### src/hdl/flmxh64_pkg.sv
// Shared constants, queue entry type and item class codes for the 64-bit multiply-xor hash.
package flmxh64_pkg;

    localparam logic [63:0] K_SEED  = 64'hbc4a78eb0e083fb5;
    localparam logic [63:0] K_LANE1 = 64'hc2d4f379500c363f;
    localparam logic [63:0] K_LANE2 = 64'ha696a85adffcf585;
    localparam logic [63:0] K_LANE3 = 64'hfcb5791894673fd3;
    localparam logic [63:0] K_LANE4 = 64'hb828e5548ad84c69;
    localparam logic [63:0] K_OFF1  = 64'hff43a9d0c1c914cd;
    localparam logic [63:0] K_OFF2  = 64'hf049ed58f79e6153;
    localparam logic [63:0] K_MIX   = 64'hed27a0e9f72a6d47;

    localparam int QUEUE_DEPTH_DEFAULT = 4;

    typedef logic [1:0] t_kind;
    localparam t_kind KIND_LANE   = 2'd0;
    localparam t_kind KIND_SERIAL = 2'd1;
    localparam t_kind KIND_TAIL   = 2'd2;

    typedef struct packed {
        logic [63:0] data_word;
        logic [30:0] msg_length;
        logic [63:0] start_key;
        logic        first;
        logic        init_lanes;
        t_kind       kind;
        logic [1:0]  lane_idx;
        logic        fold;
        logic        zero_tail;
        logic        last;
    } t_entry;

endpackage

### src/hdl/flmxh64_mul.sv
// Iterative 64x64 (low 64 bits) multiplier built on one 32x32 multiplier.
module flmxh64_mul (
    input  logic        i_clk,
    input  logic        i_rst_n,
    input  logic        i_start,
    input  logic [63:0] i_a,
    input  logic [63:0] i_b,
    output logic        o_busy,
    output logic        o_done,
    output logic [63:0] o_res
);
    import flmxh64_pkg::*;

    logic        r_busy;
    logic        r_done;
    logic [1:0]  r_step;
    logic [63:0] r_a;
    logic [63:0] r_b;
    logic [63:0] r_prod;
    logic [63:0] r_res;
    logic [31:0] w_x;
    logic [31:0] w_y;
    logic [63:0] w_prod;

    always_comb begin
        case (r_step)
            2'd0: begin
                w_x = r_a[31:0];
                w_y = r_b[31:0];
            end
            2'd1: begin
                w_x = r_a[31:0];
                w_y = r_b[63:32];
            end
            2'd2: begin
                w_x = r_a[63:32];
                w_y = r_b[31:0];
            end
            default: begin
                w_x = r_a[31:0];
                w_y = r_b[31:0];
            end
        endcase
    end

    assign w_prod = w_x * w_y;

    always_ff @(posedge i_clk) begin
        if (!i_rst_n) begin
            r_busy <= 1'b0;
            r_done <= 1'b0;
            r_step <= 2'd0;
        end else begin
            r_done <= !i_start && r_busy && (r_step == 2'd3);
            if (i_start) begin
                r_busy <= 1'b1;
                r_step <= 2'd0;
            end else if (r_busy) begin
                r_step <= r_step + 2'd1;
                if (r_step == 2'd3) begin
                    r_busy <= 1'b0;
                end
            end
        end
    end

    always_ff @(posedge i_clk) begin
        if (i_start) begin
            r_a <= i_a;
            r_b <= i_b;
        end else if (r_busy) begin
            r_prod <= w_prod;
            case (r_step)
                2'd0:    r_res <= r_res;
                2'd1:    r_res <= r_prod;
                default: r_res[63:32] <= r_res[63:32] + r_prod[31:0];
            endcase
        end
    end

    assign o_busy = r_busy;
    assign o_done = r_done;
    assign o_res  = r_res;

    a_start_idle: assert property (@(posedge i_clk) disable iff (!i_rst_n)
        i_start |-> !r_busy)
        else $error("multiply started while busy");
    a_done_after_busy: assert property (@(posedge i_clk) disable iff (!i_rst_n)
        r_done |-> $past(r_busy) && !r_busy)
        else $error("multiply done without a run");
    a_step_reset: assert property (@(posedge i_clk) disable iff (!i_rst_n)
        i_start |=> r_busy && r_step == 2'd0)
        else $error("multiply did not restart at step zero");

endmodule

### src/hdl/flmxh64_back.sv
// Back end: sequences lane updates and serial mixing per queued word, and the final scramble per message.
module flmxh64_back (
    input  logic                 i_clk,
    input  logic                 i_rst_n,
    input  logic                 i_empty,
    input  flmxh64_pkg::t_entry  i_entry,
    output logic                 o_pop,
    output logic                 o_out_valid,
    input  logic                 i_out_stall,
    output logic [63:0]          o_hash
);
    import flmxh64_pkg::*;

    localparam logic [3:0] ST_IDLE     = 4'd0;
    localparam logic [3:0] ST_START    = 4'd1;
    localparam logic [3:0] ST_START_W  = 4'd2;
    localparam logic [3:0] ST_DISPATCH = 4'd3;
    localparam logic [3:0] ST_LANE_W   = 4'd4;
    localparam logic [3:0] ST_FOLD     = 4'd5;
    localparam logic [3:0] ST_ABS1_W   = 4'd6;
    localparam logic [3:0] ST_ABS2     = 4'd7;
    localparam logic [3:0] ST_ABS2_W   = 4'd8;
    localparam logic [3:0] ST_END      = 4'd9;
    localparam logic [3:0] ST_FIN_W    = 4'd10;
    localparam logic [3:0] ST_OUT      = 4'd11;

    function automatic logic [63:0] xs23(input logic [63:0] v);
        xs23 = v ^ (v >> 23);
    endfunction

    function automatic logic [63:0] xs47(input logic [63:0] v);
        xs47 = v ^ (v >> 47);
    endfunction

    function automatic logic [63:0] lane_mul(input logic [1:0] idx);
        case (idx)
            2'd0:    lane_mul = K_LANE1;
            2'd1:    lane_mul = K_LANE2;
            2'd2:    lane_mul = K_LANE3;
            default: lane_mul = K_LANE4;
        endcase
    endfunction

    function automatic logic [63:0] rotr(input logic [63:0] v, input int d);
        rotr = (v >> d) | (v << (64 - d));
    endfunction

    logic [3:0]  r_state;
    t_entry      r_ent;
    logic        r_tail_pend;
    logic [63:0] r_k;
    logic [63:0] r_acc;
    logic [63:0] r_lane [4];
    logic [63:0] r_fin;
    logic        r_out_valid;
    logic [63:0] r_hash;

    logic        m_start;
    logic [63:0] m_a;
    logic [63:0] m_b;
    logic        m_busy;
    logic        m_done;
    logic [63:0] m_res;
    logic [63:0] w_start;

    flmxh64_mul u_mul (
        .i_clk   (i_clk),
        .i_rst_n (i_rst_n),
        .i_start (m_start),
        .i_a     (m_a),
        .i_b     (m_b),
        .o_busy  (m_busy),
        .o_done  (m_done),
        .o_res   (m_res)
    );

    assign w_start = r_ent.start_key ^ m_res;
    assign o_pop   = (r_state == ST_IDLE) && !i_empty;

    always_comb begin
        m_start = 1'b0;
        m_a     = 64'd0;
        m_b     = 64'd0;
        case (r_state)
            ST_START: begin
                m_start = 1'b1;
                m_a     = {33'd0, r_ent.msg_length};
                m_b     = K_LANE1;
            end
            ST_DISPATCH: begin
                m_start = 1'b1;
                if (r_ent.kind == KIND_LANE) begin
                    m_a = r_lane[r_ent.lane_idx] ^ xs47(xs23(r_ent.data_word));
                    m_b = lane_mul(r_ent.lane_idx);
                end else begin
                    m_a = xs23(r_ent.data_word);
                    m_b = K_MIX;
                end
            end
            ST_ABS2: begin
                m_start = 1'b1;
                m_a     = r_acc;
                m_b     = r_k;
            end
            ST_END: begin
                if (r_tail_pend) begin
                    m_start = 1'b1;
                    m_a     = 64'd0;
                    m_b     = K_MIX;
                end else if (r_ent.last) begin
                    m_start = 1'b1;
                    m_a     = xs23(r_acc);
                    m_b     = K_MIX;
                end
            end
            default: begin
                m_start = 1'b0;
            end
        endcase
    end

    always_ff @(posedge i_clk) begin
        if (!i_rst_n) begin
            r_state     <= ST_IDLE;
            r_tail_pend <= 1'b0;
            r_out_valid <= 1'b0;
        end else begin
            if (r_out_valid && !i_out_stall && r_state != ST_OUT) begin
                r_out_valid <= 1'b0;
            end
            case (r_state)
                ST_IDLE: begin
                    if (!i_empty) begin
                        r_tail_pend <= i_entry.zero_tail;
                        r_state     <= i_entry.first ? ST_START : ST_DISPATCH;
                    end
                end
                ST_START: r_state <= ST_START_W;
                ST_START_W: begin
                    if (m_done) r_state <= ST_DISPATCH;
                end
                ST_DISPATCH: begin
                    r_state <= (r_ent.kind == KIND_LANE) ? ST_LANE_W : ST_ABS1_W;
                end
                ST_LANE_W: begin
                    if (m_done) r_state <= r_ent.fold ? ST_FOLD : ST_END;
                end
                ST_FOLD: r_state <= ST_END;
                ST_ABS1_W: begin
                    if (m_done) r_state <= ST_ABS2;
                end
                ST_ABS2: r_state <= ST_ABS2_W;
                ST_ABS2_W: begin
                    if (m_done) r_state <= ST_END;
                end
                ST_END: begin
                    if (r_tail_pend) begin
                        r_tail_pend <= 1'b0;
                        r_state     <= ST_ABS1_W;
                    end else if (r_ent.last) begin
                        r_state <= ST_FIN_W;
                    end else begin
                        r_state <= ST_IDLE;
                    end
                end
                ST_FIN_W: begin
                    if (m_done) r_state <= ST_OUT;
                end
                ST_OUT: begin
                    if (!r_out_valid || !i_out_stall) begin
                        r_out_valid <= 1'b1;
                        r_state     <= ST_IDLE;
                    end
                end
                default: r_state <= ST_IDLE;
            endcase
        end
    end

    always_ff @(posedge i_clk) begin
        case (r_state)
            ST_IDLE: begin
                if (!i_empty) r_ent <= i_entry;
            end
            ST_START_W: begin
                if (m_done) begin
                    r_acc <= w_start;
                    if (r_ent.init_lanes) begin
                        r_lane[0] <= w_start + K_OFF1 + K_OFF2;
                        r_lane[1] <= w_start + K_OFF1;
                        r_lane[2] <= w_start;
                        r_lane[3] <= w_start - K_OFF2;
                    end
                end
            end
            ST_DISPATCH: begin
                r_k <= (r_ent.kind == KIND_SERIAL) ? K_LANE1 : K_LANE4;
            end
            ST_LANE_W: begin
                if (m_done) r_lane[r_ent.lane_idx] <= m_res;
            end
            ST_FOLD: begin
                r_acc <= rotr(r_lane[0], 1) ^ rotr(r_lane[1], 3)
                       ^ rotr(r_lane[2], 6) ^ rotr(r_lane[3], 11);
            end
            ST_ABS1_W: begin
                if (m_done) r_acc <= r_acc ^ xs47(m_res);
            end
            ST_ABS2_W: begin
                if (m_done) r_acc <= m_res;
            end
            ST_END: begin
                if (r_tail_pend) r_k <= K_LANE4;
            end
            ST_FIN_W: begin
                if (m_done) r_fin <= xs47(m_res);
            end
            ST_OUT: begin
                if (!r_out_valid || !i_out_stall) r_hash <= r_fin;
            end
            default: r_k <= r_k;
        endcase
    end

    assign o_out_valid = r_out_valid;
    assign o_hash      = r_hash;

    a_done_in_wait: assert property (@(posedge i_clk) disable iff (!i_rst_n)
        m_done |-> (r_state == ST_START_W || r_state == ST_LANE_W || r_state == ST_ABS1_W
                    || r_state == ST_ABS2_W || r_state == ST_FIN_W))
        else $error("product returned outside a wait state");
    a_tail_before_final: assert property (@(posedge i_clk) disable iff (!i_rst_n)
        (r_state == ST_FIN_W) |-> !r_tail_pend)
        else $error("final scramble began with zero tail pending");
    a_result_loaded: assert property (@(posedge i_clk) disable iff (!i_rst_n)
        (r_state == ST_OUT && !(r_out_valid && i_out_stall)) |=>
            r_out_valid && r_state == ST_IDLE)
        else $error("finished hash not moved to output register");
    a_launch_free: assert property (@(posedge i_clk) disable iff (!i_rst_n)
        m_start |-> !m_busy)
        else $error("multiplier launched while busy");

endmodule

### src/hdl/flmxh64_queue.sv
// Small FIFO of classified words between the front and back ends.
module flmxh64_queue #(
    parameter int DEPTH = flmxh64_pkg::QUEUE_DEPTH_DEFAULT
) (
    input  logic                i_clk,
    input  logic                i_rst_n,
    input  logic                i_push,
    input  flmxh64_pkg::t_entry i_entry,
    output logic                o_full,
    input  logic                i_pop,
    output flmxh64_pkg::t_entry o_entry,
    output logic                o_empty
);
    import flmxh64_pkg::*;

    localparam int PTR_W = $clog2(DEPTH);
    localparam int CNT_W = $clog2(DEPTH + 1);

    t_entry             r_mem [DEPTH];
    logic [PTR_W-1:0]   r_wr_ptr;
    logic [PTR_W-1:0]   r_rd_ptr;
    logic [CNT_W-1:0]   r_count;

    always_ff @(posedge i_clk) begin
        if (!i_rst_n) begin
            r_wr_ptr <= '0;
            r_rd_ptr <= '0;
            r_count  <= '0;
        end else begin
            if (i_push) begin
                r_wr_ptr <= (r_wr_ptr == PTR_W'(DEPTH - 1)) ? '0 : r_wr_ptr + 1'b1;
            end
            if (i_pop) begin
                r_rd_ptr <= (r_rd_ptr == PTR_W'(DEPTH - 1)) ? '0 : r_rd_ptr + 1'b1;
            end
            if (i_push && !i_pop) begin
                r_count <= r_count + 1'b1;
            end else if (!i_push && i_pop) begin
                r_count <= r_count - 1'b1;
            end
        end
    end

    always_ff @(posedge i_clk) begin
        if (i_push) r_mem[r_wr_ptr] <= i_entry;
    end

    assign o_entry = r_mem[r_rd_ptr];
    assign o_full  = (r_count == CNT_W'(DEPTH));
    assign o_empty = (r_count == '0);

endmodule

### src/hdl/flmxh64_front.sv
// Front end: seed register, word position tracking and per-word classification.
module flmxh64_front (
    input  logic                i_clk,
    input  logic                i_rst_n,
    input  logic                i_seed_we,
    input  logic [31:0]         i_seed,
    input  logic                i_in_valid,
    output logic                o_in_stall,
    input  logic [63:0]         i_data_word,
    input  logic [30:0]         i_msg_length,
    input  logic                i_full,
    output logic                o_push,
    output flmxh64_pkg::t_entry o_entry
);
    import flmxh64_pkg::*;

    logic [31:0] r_seed;
    logic [28:0] r_word_index;
    logic [30:0] r_held_length;

    logic        w_first;
    logic [30:0] w_len;
    logic [2:0]  w_rem;
    logic [28:0] w_n_lane;
    logic [28:0] w_n_full;
    logic [28:0] w_n_sum;
    logic [28:0] w_n_total;
    logic [29:0] w_next;
    logic        w_is_lane;
    logic        w_in_full;
    logic        w_last;
    logic [63:0] w_mask;
    t_kind       w_kind;

    assign w_first   = (r_word_index == '0);
    assign w_len     = w_first ? i_msg_length : r_held_length;
    assign w_rem     = w_len[2:0];
    assign w_n_lane  = {1'b0, w_len[30:5], 2'b00};
    assign w_n_full  = {1'b0, w_len[30:3]};
    assign w_n_sum   = w_n_full + {28'd0, (w_rem != 3'd0)};
    assign w_n_total = (w_n_sum == '0) ? 29'd1 : w_n_sum;
    assign w_next    = {1'b0, r_word_index} + 30'd1;
    assign w_is_lane = r_word_index < w_n_lane;
    assign w_in_full = r_word_index < w_n_full;
    assign w_last    = w_next >= {1'b0, w_n_total};

    always_comb begin
        for (int b = 0; b < 8; b++) begin
            w_mask[8*b +: 8] = (3'(b) < w_rem) ? 8'hff : 8'h00;
        end
        if (w_is_lane) begin
            w_kind = KIND_LANE;
        end else if (w_in_full) begin
            w_kind = KIND_SERIAL;
        end else begin
            w_kind = KIND_TAIL;
        end
    end

    assign o_in_stall = i_full;
    assign o_push     = i_in_valid && !i_full;

    always_comb begin
        o_entry.data_word  = (w_kind == KIND_TAIL) ? (i_data_word & w_mask) : i_data_word;
        o_entry.msg_length = w_len;
        o_entry.start_key  = K_SEED ^ {r_seed, r_seed};
        o_entry.first      = w_first;
        o_entry.init_lanes = w_first && (w_len[30:5] != '0);
        o_entry.kind       = w_kind;
        o_entry.lane_idx   = r_word_index[1:0];
        o_entry.fold       = w_is_lane && (w_next == {1'b0, w_n_lane});
        o_entry.zero_tail  = w_last && w_in_full;
        o_entry.last       = w_last;
    end

    always_ff @(posedge i_clk) begin
        if (!i_rst_n) begin
            r_seed        <= '0;
            r_word_index  <= '0;
            r_held_length <= '0;
        end else begin
            if (i_seed_we) r_seed <= i_seed;
            if (o_push) begin
                r_word_index <= w_last ? '0 : w_next[28:0];
                if (w_first) r_held_length <= i_msg_length;
            end
        end
    end

endmodule

### src/hdl/four_lane_multiply_xor_hash64_top.sv
// Top level of the four-lane multiply-xor 64-bit message hash.
// Words are taken in at up to one per cycle into a small queue while it is not full, then
// worked one at a time. All multiplies share one 32x32 multiplier. A lane word needs one
// product (the word that ends the lane part also folds the lanes), any other word two; the
// first word of a message adds a product for the start value, a nonzero length that is a
// multiple of eight adds two for the zero tail, and the final hash adds one more.
module four_lane_multiply_xor_hash64_top #(
    parameter int QUEUE_DEPTH = flmxh64_pkg::QUEUE_DEPTH_DEFAULT
) (
    input  logic        i_clk,
    input  logic        i_rst_n,
    input  logic        i_seed_we,
    input  logic [31:0] i_seed,
    input  logic        i_in_valid,
    output logic        o_in_stall,
    input  logic [63:0] i_data_word,
    input  logic [30:0] i_msg_length,
    output logic        o_out_valid,
    input  logic        i_out_stall,
    output logic [63:0] o_hash
);
    import flmxh64_pkg::*;

    logic   w_push;
    logic   w_full;
    logic   w_pop;
    logic   w_empty;
    t_entry w_push_entry;
    t_entry w_head_entry;

    flmxh64_front u_front (
        .i_clk        (i_clk),
        .i_rst_n      (i_rst_n),
        .i_seed_we    (i_seed_we),
        .i_seed       (i_seed),
        .i_in_valid   (i_in_valid),
        .o_in_stall   (o_in_stall),
        .i_data_word  (i_data_word),
        .i_msg_length (i_msg_length),
        .i_full       (w_full),
        .o_push       (w_push),
        .o_entry      (w_push_entry)
    );

    flmxh64_queue #(
        .DEPTH (QUEUE_DEPTH)
    ) u_queue (
        .i_clk   (i_clk),
        .i_rst_n (i_rst_n),
        .i_push  (w_push),
        .i_entry (w_push_entry),
        .o_full  (w_full),
        .i_pop   (w_pop),
        .o_entry (w_head_entry),
        .o_empty (w_empty)
    );

    flmxh64_back u_back (
        .i_clk       (i_clk),
        .i_rst_n     (i_rst_n),
        .i_empty     (w_empty),
        .i_entry     (w_head_entry),
        .o_pop       (w_pop),
        .o_out_valid (o_out_valid),
        .i_out_stall (i_out_stall),
        .o_hash      (o_hash)
    );

endmodule

### config.mk
export PLATFORM = sky130hd
export DESIGN_NAME = four_lane_multiply_xor_hash64_top
export DESIGN_NICKNAME = d
export VERILOG_FILES = /design/src/hdl/flmxh64_pkg.sv /design/src/hdl/flmxh64_mul.sv /design/src/hdl/flmxh64_back.sv /design/src/hdl/flmxh64_queue.sv /design/src/hdl/flmxh64_front.sv /design/src/hdl/four_lane_multiply_xor_hash64_top.sv
export SDC_FILE = /design/constraint.sdc
export NUM_CORES = 2
export LEC_CHECK = 0
export BUFFER_PORTS_ARGS = -buffer_cell sky130_fd_sc_hd__buf_2
export CORE_UTILIZATION = 60
export CTS_CLUSTER_SIZE = 10
export DETAILED_ROUTE_END_ITERATION = 16
export PLACE_DENSITY = 0.82
export SYNTH_ARGS = -nofsm -noshare
export SYNTH_HDL_FRONTEND = slang
export SYNTH_SLANG_ARGS = --single-unit
### constraint.sdc
create_clock -name i_clk -period 25.1 [get_ports i_clk]
set_input_delay 2.51 -clock i_clk [delete_from_list [all_inputs] [get_ports i_clk]]
set_output_delay 2.51 -clock i_clk [all_outputs]
set_load 0.01 [all_outputs]
==> flow_summary.json <==
{
  "rsz0062_at_grt": "no",
  "grt_max_degree": 79,
  "relSlewSlack_pct": -4.84,
  "drt_iter0_markers": 10753,
  "skew_ns": 0.0634,
  "via_per_inst": 6.49,
  "critical_path.max_fanout": 64,
  "clock_path_buffers": 3,
  "hold_path_depth": 0,
  "grt_pass1_wl_mm": 526,
  "ctsHoldBuffers": 0,
  "final_hold_viol_count": 0,
  "syn-num-nets": 10673,
  "netlist_top_cells_area": "edfxtp_1 (40%), fa_1 (17%), xnor2_1 (4.7%)",
  "postCtsSetupRepairBufs": 0,
  "period_share_pct": 42.8,
  "cts_tree": "yes",
  "wl_met3_mm": 46.8,
  "track_usage_pct": 41.1,
  "wl_per_cell_um": 30.8,
  "dieWidth_um": 423,
  "synth-edff-count": 1422,
  "endpoint_kind": "flop",
  "critPathLaunchType": "flop",
  "portBuffers": 197,
  "synth_seq_cells": 1535,
  "syn_area_per_cell_sq_um": 11.5,
  "core_area_sq_um": 176000,
  "r2r-end": "u_back.u_mul.r_prod[63]$_DFFE_PP_",
  "worstRegToRegCells": 29,
  "max_freq_ghz": 0.0932,
  "synth_flop_cell": "edfxtp_1",
  "rows": 154,
  "overflow": 0,
  "met1_length_mm": 127,
  "h-tree-depth": 4,
  "violations": "capacitance limit, slew limit",
  "critical_path.most_common_cell": "fa_1",
  "synth_top_area_share_pct": 40.2,
  "grt_pass1_vias": 77543,
  "drc_errors": 0,
  "io_pins": 198,
  "endpoint": "u_back.u_mul.r_prod[63]$_DFFE_PP_",
  "post_cts_resized": 0,
  "outcome": "finished, violations left",
  "dp_hpwl_mm": 275,
  "min_path_type": "flop to flop",
  "synth_warnings": 0,
  "highest_layer": "met5",
  "tightest_slew_ns": 1.56,
  "setup_viol": 0,
  "antenna_left": 0,
  "reg2reg_from": "u_back.u_mul.r_step[0]$_SDFFE_PP0P_",
  "wl_mm": 366,
  "vias": 77039,
  "crit_type": "flop to flop",
  "period_minus_slack_ns": 10.73,
  "r2r_setup_slack_ns": 14.37,
  "gp_congestion": 1.07,
  "synth_area_sq_um": 106000,
  "async_flop_share_pct": 0,
  "cp.required_ns": 25.70,
  "drive_gt1_share_pct": 10.8,
  "setup_tns_ns": 0,
  "die_h_um": 423,
  "yosysSeqAreaShare_pct": 42.3,
  "netlist_instances": 9269,
  "arrival_ns": 11.34,
  "fin_nets": 10823,
  "slowest_stage": "ha_4",
  "startpoint": "u_back.u_mul.r_step[0]$_SDFFE_PP0P_",
  "start_util_pct": 60.4,
  "dieArea_sq_um": 179000,
  "first_pass_iters": 8,
  "cts_buffers": 177,
  "clock_sinks": 1535,
  "synthDistinctLibCells": 106,
  "synthToLayoutAreaGrowth_pct": 8.89,
  "slew_violations": 6,
  "cap_violations": 1,
  "antenna_found_initial": 8,
  "synth_top_cell_by_area": "edfxtp_1",
  "path_clk_slew_ns": 0.06,
  "clkLatencyLatePin_ns": 0.87,
  "ctsRootBufferMaster": "clkbuf_16",
  "met2_length_mm": 160,
  "cpPeakStageDelay_ns": 0.94
}
[synthesized netlist by cell type (95+ instances only)]
master    count
fa_1        898
xnor2_1     571
o21ai_0     381
mux2i_1     108
xor2_1      274
mux4_2      215
ha_1        374
inv_1      1078
nor2_1      897
dfxtp_1     113
a21oi_1     365
nand2_1     947
clkbuf_1    347
nor2b_1      95
edfxtp_1   1422
[final cells by class]
cell class              instances  area [sq um]
fillers                     13025         60400
multi-input cells            6210         55900
flip-flops and latches       1535         45000
clock buffers                 262          4760
inverters                    1081          4060
well taps                    2340          2930
repair buffers                414          2620
clock inverters                27           543
diodes                          1          2.50
[through the flow]
step                area, sq um  hold slack [ns]  cells  setup WS (ns)  utilization (%)
global placement         110000            0.401  11580          14.53             62.7
global route             116000            0.409  11869          13.94             65.7
floorplan                106000            0.400   9269          15.41                -
finish                   116000            0.405  11870          14.37             65.7
detailed placement       110000            0.405  11580          14.54             62.7
CTS                      116000            0.403  11869          14.51             65.7
[critical path: cells and delay by family, from the launching register on]
| kind | cells | cell delay (ns) |
|---|---|---|
| and+or+nand+nor | 2 | 0.88 |
| AOI/OAI and AO/OA | 12 | 2.52 |
| DFF | 1 | 0.39 |
| xor gates and xnor gates | 1 | 0.13 |
| adders and majority gates | 10 | 5.35 |
| muxes | 1 | 0.89 |
| buffers and inverters | 3 | 0.26 |
[layout by cell type (no fill, tap or decap), types with 218 or more instances in the layout]
cell type and n:
ha_1 372, nor2_1 894, fa_1 898, inv_1 1076, o21ai_0 380, buf_4 218
xnor2_1 571, xor2_1 274, nand2_1 941, edfxtp_1 1422, a21oi_1 362
[layer usage]
metal / vias to the layer above / global-route usage [%]
met5: - / 0
met4: 8 / 29.1
met2: 5668 / 61.4
met1: 38359 / 51.9
li1: 31723 / -
met3: 1281 / 11.3
[registers in the layout, indices dropped and copies added, names as in the netlist, 4 cells and up, named ones only]
| name | count |
|---|---|
| u_queue.r_mem | 604 |
| u_back.r_lane | 256 |
| u_back.r_ent | 149 |
| u_back.o_hash | 64 |
| u_back.r_acc | 64 |
| u_back.r_fin | 64 |
| u_back.u_mul.o_res | 64 |
| u_back.u_mul.r_a | 64 |
| u_back.u_mul.r_prod | 64 |
| u_front.r_seed | 32 |
| u_front.r_held_length | 31 |
| u_front.r_word_index | 29 |
| u_back.u_mul.r_b | 27 |
| u_back.r_state | 4 |
[how the worst min path moves through the flow]
stage | start | slack, ns | endpoint
2_1_floorplan | u_back.r_fin[0]$_DFFE_PP_ | 0.40 | u_back.o_hash[0]$_DFFE_PP_
3_3_place_gp | u_back.r_fin[3]$_DFFE_PP_ | 0.40 | u_back.o_hash[3]$_DFFE_PP_
3_5_place_dp | u_back.r_fin[0]$_DFFE_PP_ | 0.40 | u_back.o_hash[0]$_DFFE_PP_
4_1_cts | u_back.r_fin[36]$_DFFE_PP_ | 0.40 | u_back.o_hash[36]$_DFFE_PP_
5_1_grt | u_back.r_fin[36]$_DFFE_PP_ | 0.41 | u_back.o_hash[36]$_DFFE_PP_
6_report | u_back.r_fin[36]$_DFFE_PP_ | 0.41 | u_back.o_hash[36]$_DFFE_PP_
[cell families (layout without fill, tap and decap cells)]
logic type	Yosys count	after routing	share of synthesized area (%)
multiplexers	381	381	6.19
AND/OR/NAND/NOR	2425	2425	9.86
AO/OA/AOI/OAI	1268	1268	7.56
flip-flops	1535	1535	42.3
XOR/XNOR	864	864	7.31
other	0	1	0
adder cells (fa/ha/maj)	1272	1272	21.3
buffers and inverters	1524	1784	5.48
Power is not shown: default switching activity piles up to over one toggle a cycle in this logic, so the estimate is an artifact.
